$ cat src/rtl/toeq_pkg.sv
// Shared types and constants of the time ordered event queue.
package toeq_pkg;

  localparam int unsigned QUEUE_DEPTH = 16;
  localparam int unsigned CNT_W       = $clog2(QUEUE_DEPTH + 1);
  localparam int unsigned TIME_W      = 32;
  localparam int unsigned TASK_W      = 16;
  localparam int unsigned KIND_W      = 3;
  localparam int unsigned OCC_W       = 5;

  localparam logic FUNC_PUSH = 1'b0;
  localparam logic FUNC_POP  = 1'b1;

  typedef enum logic [1:0] {
    ST_PUSHED     = 2'd0,
    ST_POPPED     = 2'd1,
    ST_FULL       = 2'd2,
    ST_EMPTY      = 2'd3
  } status_e;

  typedef struct packed {
    logic [TIME_W-1:0] evt_time;
    logic [TASK_W-1:0] task_id;
    logic [KIND_W-1:0] kind;
  } entry_t;

  typedef struct packed {
    logic   push;
    logic   pop;
    entry_t ent;
  } cell_ctrl_t;

endpackage

$ cat src/rtl/toeq_if.sv
// Request and response channel interfaces of the event queue.
interface toeq_req_if;
  logic                          valid;
  logic                          ready;
  logic                          func;
  logic [toeq_pkg::TIME_W-1:0]   event_time;
  logic [toeq_pkg::TASK_W-1:0]   task_id;
  logic [toeq_pkg::KIND_W-1:0]   event_type;

  modport source (output valid, func, event_time, task_id, event_type, input ready);
  modport sink   (input valid, func, event_time, task_id, event_type, output ready);
endinterface

interface toeq_rsp_if;
  logic                          valid;
  logic                          ready;
  logic [1:0]                    status;
  logic [toeq_pkg::TIME_W-1:0]   out_time;
  logic [toeq_pkg::TASK_W-1:0]   out_task_id;
  logic [toeq_pkg::KIND_W-1:0]   out_type;
  logic [toeq_pkg::OCC_W-1:0]    occupancy;

  modport source (output valid, status, out_time, out_task_id, out_type, occupancy,
                  input ready);
  modport sink   (input valid, status, out_time, out_task_id, out_type, occupancy,
                  output ready);
endinterface

$ cat src/rtl/time_ordered_event_queue.sv
// A result is registered and offered in the cycle after its request transfers.
// Throughput: one push or pop per cycle while req_i.ready is high; every cell shifts
// or holds in the same edge. The output register frees whenever its result transfers,
// so a stalled sink stops the request side only while a result is held.
// Reset clears the fill count and the output valid; slot contents are left as is.
// Slot i holds an entry while i is below the fill count; the earliest sits in slot 0.
module time_ordered_event_queue (
  input  logic       clk_i,
  input  logic       rst_ni,
  toeq_req_if.sink   req_i,
  toeq_rsp_if.source rsp_o
);

  localparam int unsigned N = toeq_pkg::QUEUE_DEPTH;

  logic [toeq_pkg::CNT_W-1:0] cnt_q, cnt_d;
  logic                       rsp_valid_q;
  logic [1:0]                 status_q;
  toeq_pkg::entry_t           rsp_ent_q;
  logic [toeq_pkg::CNT_W-1:0] rsp_cnt_q;

  logic                 xfer, is_full, is_empty;
  toeq_pkg::cell_ctrl_t ctrl;
  toeq_pkg::status_e    status_d;
  logic [N-1:0]         occ, stay, prev_stay;
  toeq_pkg::entry_t     ent [N];
  toeq_pkg::entry_t     prev_ent [N];
  toeq_pkg::entry_t     next_ent [N];

  assign req_i.ready = !rsp_valid_q || rsp_o.ready;
  assign xfer        = req_i.valid && req_i.ready;
  assign is_full     = (cnt_q == toeq_pkg::CNT_W'(N));
  assign is_empty    = (cnt_q == '0);

  always_comb begin
    ctrl.push         = xfer && (req_i.func == toeq_pkg::FUNC_PUSH) && !is_full;
    ctrl.pop          = xfer && (req_i.func == toeq_pkg::FUNC_POP) && !is_empty;
    ctrl.ent.evt_time = req_i.event_time;
    ctrl.ent.task_id  = req_i.task_id;
    ctrl.ent.kind     = req_i.event_type;
  end

  for (genvar i = 0; i < N; i++) begin : g_cell
    assign occ[i] = (toeq_pkg::CNT_W'(i) < cnt_q);
    if (i == 0) begin : g_head
      assign prev_stay[i] = 1'b1;
      assign prev_ent[i]  = ctrl.ent;
    end else begin : g_body
      assign prev_stay[i] = stay[i-1];
      assign prev_ent[i]  = ent[i-1];
    end
    if (i == N - 1) begin : g_tail
      assign next_ent[i] = ent[i];
    end else begin : g_link
      assign next_ent[i] = ent[i+1];
    end
    toeq_cell u_cell (
      .clk_i       (clk_i),
      .ctrl_i      (ctrl),
      .occ_i       (occ[i]),
      .prev_stay_i (prev_stay[i]),
      .prev_ent_i  (prev_ent[i]),
      .next_ent_i  (next_ent[i]),
      .ent_o       (ent[i]),
      .stay_o      (stay[i])
    );
  end

  always_comb begin
    cnt_d = cnt_q;
    if (ctrl.push) begin
      cnt_d = cnt_q + toeq_pkg::CNT_W'(1);
    end else if (ctrl.pop) begin
      cnt_d = cnt_q - toeq_pkg::CNT_W'(1);
    end
  end

  always_comb begin
    if (req_i.func == toeq_pkg::FUNC_PUSH) begin
      status_d = is_full ? toeq_pkg::ST_FULL : toeq_pkg::ST_PUSHED;
    end else begin
      status_d = is_empty ? toeq_pkg::ST_EMPTY : toeq_pkg::ST_POPPED;
    end
  end

  always_ff @(posedge clk_i or negedge rst_ni) begin
    if (!rst_ni) begin
      cnt_q       <= '0;
      rsp_valid_q <= 1'b0;
    end else begin
      cnt_q <= cnt_d;
      if (xfer) begin
        rsp_valid_q <= 1'b1;
      end else if (rsp_o.ready) begin
        rsp_valid_q <= 1'b0;
      end
    end
  end

  always_ff @(posedge clk_i) begin
    if (xfer) begin
      status_q  <= status_d;
      rsp_ent_q <= ctrl.pop ? ent[0] : '0;
      rsp_cnt_q <= cnt_d;
    end
  end

  assign rsp_o.valid       = rsp_valid_q;
  assign rsp_o.status      = status_q;
  assign rsp_o.out_time    = rsp_ent_q.evt_time;
  assign rsp_o.out_task_id = rsp_ent_q.task_id;
  assign rsp_o.out_type    = rsp_ent_q.kind;
  assign rsp_o.occupancy   = toeq_pkg::OCC_W'(rsp_cnt_q);

endmodule

$ cat src/rtl/toeq_cell.sv
// One slot of the sorted shift-register queue.
module toeq_cell (
  input  logic                 clk_i,
  input  toeq_pkg::cell_ctrl_t ctrl_i,
  input  logic                 occ_i,
  input  logic                 prev_stay_i,
  input  toeq_pkg::entry_t     prev_ent_i,
  input  toeq_pkg::entry_t     next_ent_i,
  output toeq_pkg::entry_t     ent_o,
  output logic                 stay_o
);

  toeq_pkg::entry_t ent_q, ent_d;

  assign stay_o = occ_i && (ent_q.evt_time <= ctrl_i.ent.evt_time);
  assign ent_o  = ent_q;

  always_comb begin
    ent_d = ent_q;
    if (ctrl_i.push) begin
      if (stay_o) begin
        ent_d = ent_q;
      end else if (prev_stay_i) begin
        ent_d = ctrl_i.ent;
      end else begin
        ent_d = prev_ent_i;
      end
    end else if (ctrl_i.pop) begin
      ent_d = next_ent_i;
    end
  end

  always_ff @(posedge clk_i) begin
    ent_q <= ent_d;
  end

endmodule
$ cat src/flat_wrapper.sv
// flat-port wrapper written by rule: the top's interface ports become plain ports
module time_ordered_event_queue_flat 
  (clk_i, rst_ni, req_i_valid, req_i_func, req_i_event_time, req_i_task_id, req_i_event_type, req_i_ready, rsp_o_valid, rsp_o_status, rsp_o_out_time, rsp_o_out_task_id, rsp_o_out_type, rsp_o_occupancy, rsp_o_ready);
  toeq_req_if req_i_i ();
  toeq_rsp_if rsp_o_i ();
  input  logic clk_i;
  input  logic rst_ni;
  input wire logic [$bits(req_i_i.valid)-1:0] req_i_valid;
  input wire logic [$bits(req_i_i.func)-1:0] req_i_func;
  input wire logic [$bits(req_i_i.event_time)-1:0] req_i_event_time;
  input wire logic [$bits(req_i_i.task_id)-1:0] req_i_task_id;
  input wire logic [$bits(req_i_i.event_type)-1:0] req_i_event_type;
  output wire logic [$bits(req_i_i.ready)-1:0] req_i_ready;
  output wire logic [$bits(rsp_o_i.valid)-1:0] rsp_o_valid;
  output wire logic [$bits(rsp_o_i.status)-1:0] rsp_o_status;
  output wire logic [$bits(rsp_o_i.out_time)-1:0] rsp_o_out_time;
  output wire logic [$bits(rsp_o_i.out_task_id)-1:0] rsp_o_out_task_id;
  output wire logic [$bits(rsp_o_i.out_type)-1:0] rsp_o_out_type;
  output wire logic [$bits(rsp_o_i.occupancy)-1:0] rsp_o_occupancy;
  input wire logic [$bits(rsp_o_i.ready)-1:0] rsp_o_ready;
  assign req_i_i.valid = req_i_valid;
  assign req_i_i.func = req_i_func;
  assign req_i_i.event_time = req_i_event_time;
  assign req_i_i.task_id = req_i_task_id;
  assign req_i_i.event_type = req_i_event_type;
  assign req_i_ready = req_i_i.ready;
  assign rsp_o_valid = rsp_o_i.valid;
  assign rsp_o_status = rsp_o_i.status;
  assign rsp_o_out_time = rsp_o_i.out_time;
  assign rsp_o_out_task_id = rsp_o_i.out_task_id;
  assign rsp_o_out_type = rsp_o_i.out_type;
  assign rsp_o_occupancy = rsp_o_i.occupancy;
  assign rsp_o_i.ready = rsp_o_ready;
  time_ordered_event_queue u_core (.clk_i(clk_i), .rst_ni(rst_ni), .req_i(req_i_i), .rsp_o(rsp_o_i));
endmodule
$ cat config.mk
export PLATFORM = sky130hd
export DESIGN_NAME = time_ordered_event_queue_flat
export DESIGN_NICKNAME = d
export VERILOG_FILES = /design/src/rtl/toeq_pkg.sv /design/src/rtl/toeq_if.sv /design/src/rtl/time_ordered_event_queue.sv /design/src/rtl/toeq_cell.sv /design/src/flat_wrapper.sv
export SDC_FILE = /design/constraint.sdc
export NUM_CORES = 2
export LEC_CHECK = 0
export BUFFER_PORTS_ARGS = -buffer_cell sky130_fd_sc_hd__buf_2
export CORE_MARGIN = 1
export CORE_UTILIZATION = 50
export CTS_BUF_LIST = sky130_fd_sc_hd__clkbuf_16
export DETAILED_ROUTE_END_ITERATION = 7
export PLACE_DENSITY = 0.75
export SETUP_SLACK_MARGIN = 0.02
export SYNTH_ARGS = -nofsm -noshare
export SYNTH_HDL_FRONTEND = slang
export SYNTH_SLANG_ARGS = --single-unit
$ cat constraint.sdc
create_clock -name clk_i -period 6.63 [get_ports clk_i]
set_input_delay 0.9945 -clock clk_i [delete_from_list [all_inputs] [get_ports clk_i]]
set_output_delay 0.9945 -clock clk_i [all_outputs]
set_load 0.02 [all_outputs]
==> flow_metrics.py <==
metrics = {
    "outcome": {
        "status": "finished clean",
    },
    "sta": {
        "rsz0062_at_grt": "no",
        "setup_viol": 0,
        "layout_worst_path_cycle_share_pct": 73.7,
        "final-max-slew-violation-count": 0,
        "slew_headroom_pct": 13.0,
        "post-route-min-period_ns": 4.89,
        "finalSetupTns_ns": 0,
        "whs_ns": 0.121,
        "tightestPinTransition_ns": 1.30,
        "postLayoutSetupSlackWorst_ns": 1.74,
        "finClkSkew_ns": 0.0323,
        "finalHoldViolations": 0,
        "fmax_mhz": 205,
    },
    "die": {
        "fp.dieH_um": 344,
        "core_area_um2": 116000,
        "rows": 125,
        "io_pins": 116,
        "initial_core_util_pct": 50.4,
        "fp.dieArea_um2": 118000,
        "die_w_um": 344,
    },
    "synth": {
        "synth_top_area_share_pct": 44.9,
        "synth_area_um2": 58500,
        "ys_types": 75,
        "synth.net_count": 6682,
        "ys_seq_area_share_pct": 45.1,
        "yosys_warnings": 0,
        "syn_inst": 6111,
        "synth_edf_count": 874,
        "syn_avg_cell_area_um2": 9.57,
        "synthFlopType": "edfxtp_1",
        "synth.area.top_cells": "edfxtp_1 (45%), ha_1 (11%), nand2_1 (8.4%)",
        "synth_top_area_cell": "edfxtp_1",
        "async_reset_ff_share_pct": 0.682,
        "yosys_register_bits": 880,
    },
    "clock_network": {
        "cts-root-buf": "clkbuf_16",
        "post_cts_buffers": 0,
        "cts_tree": "done",
        "clk_latency_ns": 0.69,
        "cts-buffers-inserted": 98,
        "hold_buffers": 0,
        "clock-sinks": 880,
        "cts.path.max_buffers": 3,
        "clk_pin_slew_ns": 0.06,
        "htreeDepth": 3,
        "cts_resized": 0,
    },
    "global_routing": {
        "grt_max_degree": 236,
        "grt_pass1_vias": 50400,
        "grt-ovfl-total": 0,
        "grt.total_usage_pct": 30.3,
        "grt_pass1_wl_mm": 286,
        "antenna_found_initial": 14,
    },
    "worst_setup_path": {
        "worstSetupPathType": "input pin to flop",
        "worstPathMaxFanout": 52,
        "end_kind": "flop",
        "r2r-end": "u_core.g_cell[4].u_cell.ent_o[50]",
        "critPathLaunchType": "input pin",
        "rrSetupSlack_ns": 2.37,
        "r2r_cells": 10,
        "worstPathArrival_ns": 5.27,
        "required_ns": 7.02,
        "timing.rr.start": "u_core.g_cell[3].u_cell.ent_o[41]",
    },
    "drt": {
        "first_pass_iters": 8,
        "drtIter0Drc": 6258,
        "wirelength_mm": 184,
        "drc": 0,
        "viasPerCell": 6.96,
        "avgRoutedWirePerCell_um": 24.7,
        "ant_nets": 0,
        "via_count": 52000,
    },
    "power_and_ir_drop": {
        "finalPower_mw": 19.0,
        "cellLeakagePower_nw": 22.7,
        "ir_drop_mv": 0.234,
        "cellPowerDensity_nw_per_um2": 302,
    },
    "place": {
        "gp_congestion": 0.942,
        "dpl_worst_slack_ns": 1.22,
        "port_buffers": 115,
        "place_hpwl_mm": 124,
    },
    "run": {
        "maxCapViolCount": 0,
    },
    "hold_path": {
        "worstHoldPathType": "input pin to asynchronous set/reset pin",
    },
    "layout": {
        "nNetsFinal": 6431,
        "num-fill-cells": 10100,
        "post-route-util_pct": 54.2,
        "final_layout_size_suffix_gt1_share_pct": 8.12,
        "area_delta_synth_final_pct": 7.43,
    },
}
through the flow:
| stage | area (um^2) | cells |
|---|---|---|
| finish | 62900 | 7468 |
| global placement | 59900 | 7284 |
| CTS | 62800 | 7462 |
| floorplan | 58500 | 6111 |
| global route | 62800 | 7464 |
| detailed placement | 59900 | 7284 |
worst max path at each step:
stage	startpoint	endpoint	cells past startpoint
final	req_i_event_time[25]	u_core.g_cell[4].u_cell.ent_o[50]	13
after global placement	req_i_event_time[19]	u_core.g_cell[4].u_cell.ent_o[50]	12
after floorplan	req_i_event_time[30]	u_core.g_cell[10].u_cell.ent_o[0]	11
after detailed placement	req_i_event_time[19]	u_core.g_cell[4].u_cell.ent_o[50]	12
after CTS	req_i_event_time[19]	u_core.g_cell[4].u_cell.ent_o[50]	12
after global routing	req_i_event_time[27]	u_core.g_cell[1].u_cell.ent_o[23]	9
final cells by class:
cell class	count	area [um^2]	share of cell area, %
Timing Repair Buffer	241	1700	2.70
Clock inverter	79	480	0.764
Sequential cell	880	26400	42.0
Multi-Input combinational cell	4565	29600	47.1
Tap cell	1524	1910	3.03
Antenna cell	6	15.0	0.0239
Clock buffer	99	2480	3.94
Inverter	74	278	0.442
power breakdown:
part | switching (mW) | internal [mW]
Combinational | 3.91 | 1.73
Sequential | 0.757 | 7.36
Clock | 2.38 | 2.85
Total | 7.05 | 11.9
synthesized netlist by cell type, types with 4 or more instances:
| cell | n |
|---|---|
| and2_1 | 57 |
| clkbuf_1 | 367 |
| and3_1 | 209 |
| nor3_1 | 12 |
| dfrtp_1 | 6 |
| nor4b_1 | 6 |
| o22a_1 | 4 |
| o311ai_0 | 44 |
| buf_2 | 159 |
| o21a_1 | 9 |
| o21ai_2 | 48 |
| o211ai_1 | 224 |
| inv_1 | 73 |
| or4_1 | 10 |
| a221oi_1 | 12 |
| a2111oi_0 | 15 |
| a211oi_1 | 8 |
| buf_6 | 16 |
| a21o_1 | 42 |
| o21ai_1 | 194 |
| edfxtp_1 | 874 |
| nand2_1 | 1311 |
| o21ai_0 | 249 |
| nor2b_1 | 21 |
| buf_1 | 22 |
| nor2_1 | 56 |
| ha_1 | 515 |
| nor4_1 | 13 |
| mux2i_1 | 51 |
| a32oi_1 | 306 |
| o31ai_1 | 8 |
| xnor2_1 | 4 |
| buf_4 | 20 |
| buf_12 | 5 |
| o311ai_1 | 9 |
| a21boi_0 | 7 |
| a221o_1 | 12 |
| nand3_1 | 331 |
| a31oi_1 | 56 |
| nand4_1 | 112 |
| and4_1 | 6 |
| o221ai_1 | 157 |
| a21oi_1 | 404 |
layout by cell type (no fill, tap or decap), drive strengths merged, types with 42 or more instances in the layout:
| cell type | n |
|---|---|
| a21o | 42 |
| a21oi | 404 |
| a31oi | 56 |
| a32oi | 306 |
| and2 | 57 |
| and3 | 209 |
| buf | 241 |
| clkbuf | 99 |
| clkinv | 45 |
| edfxtp | 874 |
| ha | 515 |
| inv | 102 |
| mux2i | 51 |
| nand2 | 1311 |
| nand3 | 331 |
| nand4 | 112 |
| nor2 | 59 |
| o211ai | 225 |
| o21ai | 491 |
| o221ai | 157 |
| o311ai | 53 |
logic make-up after synthesis:
kind of cell / count (synthesis) / share of synthesized area, %
and+or+nand+nor: 2162 / 16.7
AOI/OAI and AO/OA: 1833 / 21.2
DFF: 880 / 45.1
buffers and inverters: 666 / 5.09
adders and majority gates: 515 / 11.0
muxes: 51 / 0.872
xor gates and xnor gates: 4 / 0.0599
flip-flops by register name (all words and copies together) (netlist names):
signal / flops
u_core.g_cell.u_cell.ent_o: 816
u_core.rsp_o.out_time: 32
u_core.rsp_o.out_task_id: 16
u_core.cnt_q: 5
u_core.rsp_o.occupancy: 5
u_core.rsp_o.out_type: 3
u_core.rsp_o.status: 2
u_core.rsp_o.valid: 1
critical path: stages:
cell,delay [ns]
buf_2,0.38
inv_1,0.36
buf_4,0.29
ha_1,0.32
a21o_1,0.16
nand3_1,0.07
a21oi_1,0.12
a2111oi_2,0.62
o22a_2,0.24
buf_4,0.50
and2_4,0.27
buf_4,0.67
o21ai_0,0.23
layer usage:
metal  part of all wire, %  GRT usage, %  up-vias
met4                   4.2          12.6       16
li1                      -             -    23000
met2                    48          50.6     2984
met1                    39          39.4    25400
met3                   8.5          4.27      546
met5                 0.057             0        -
(Power assumes the default switching activity.)
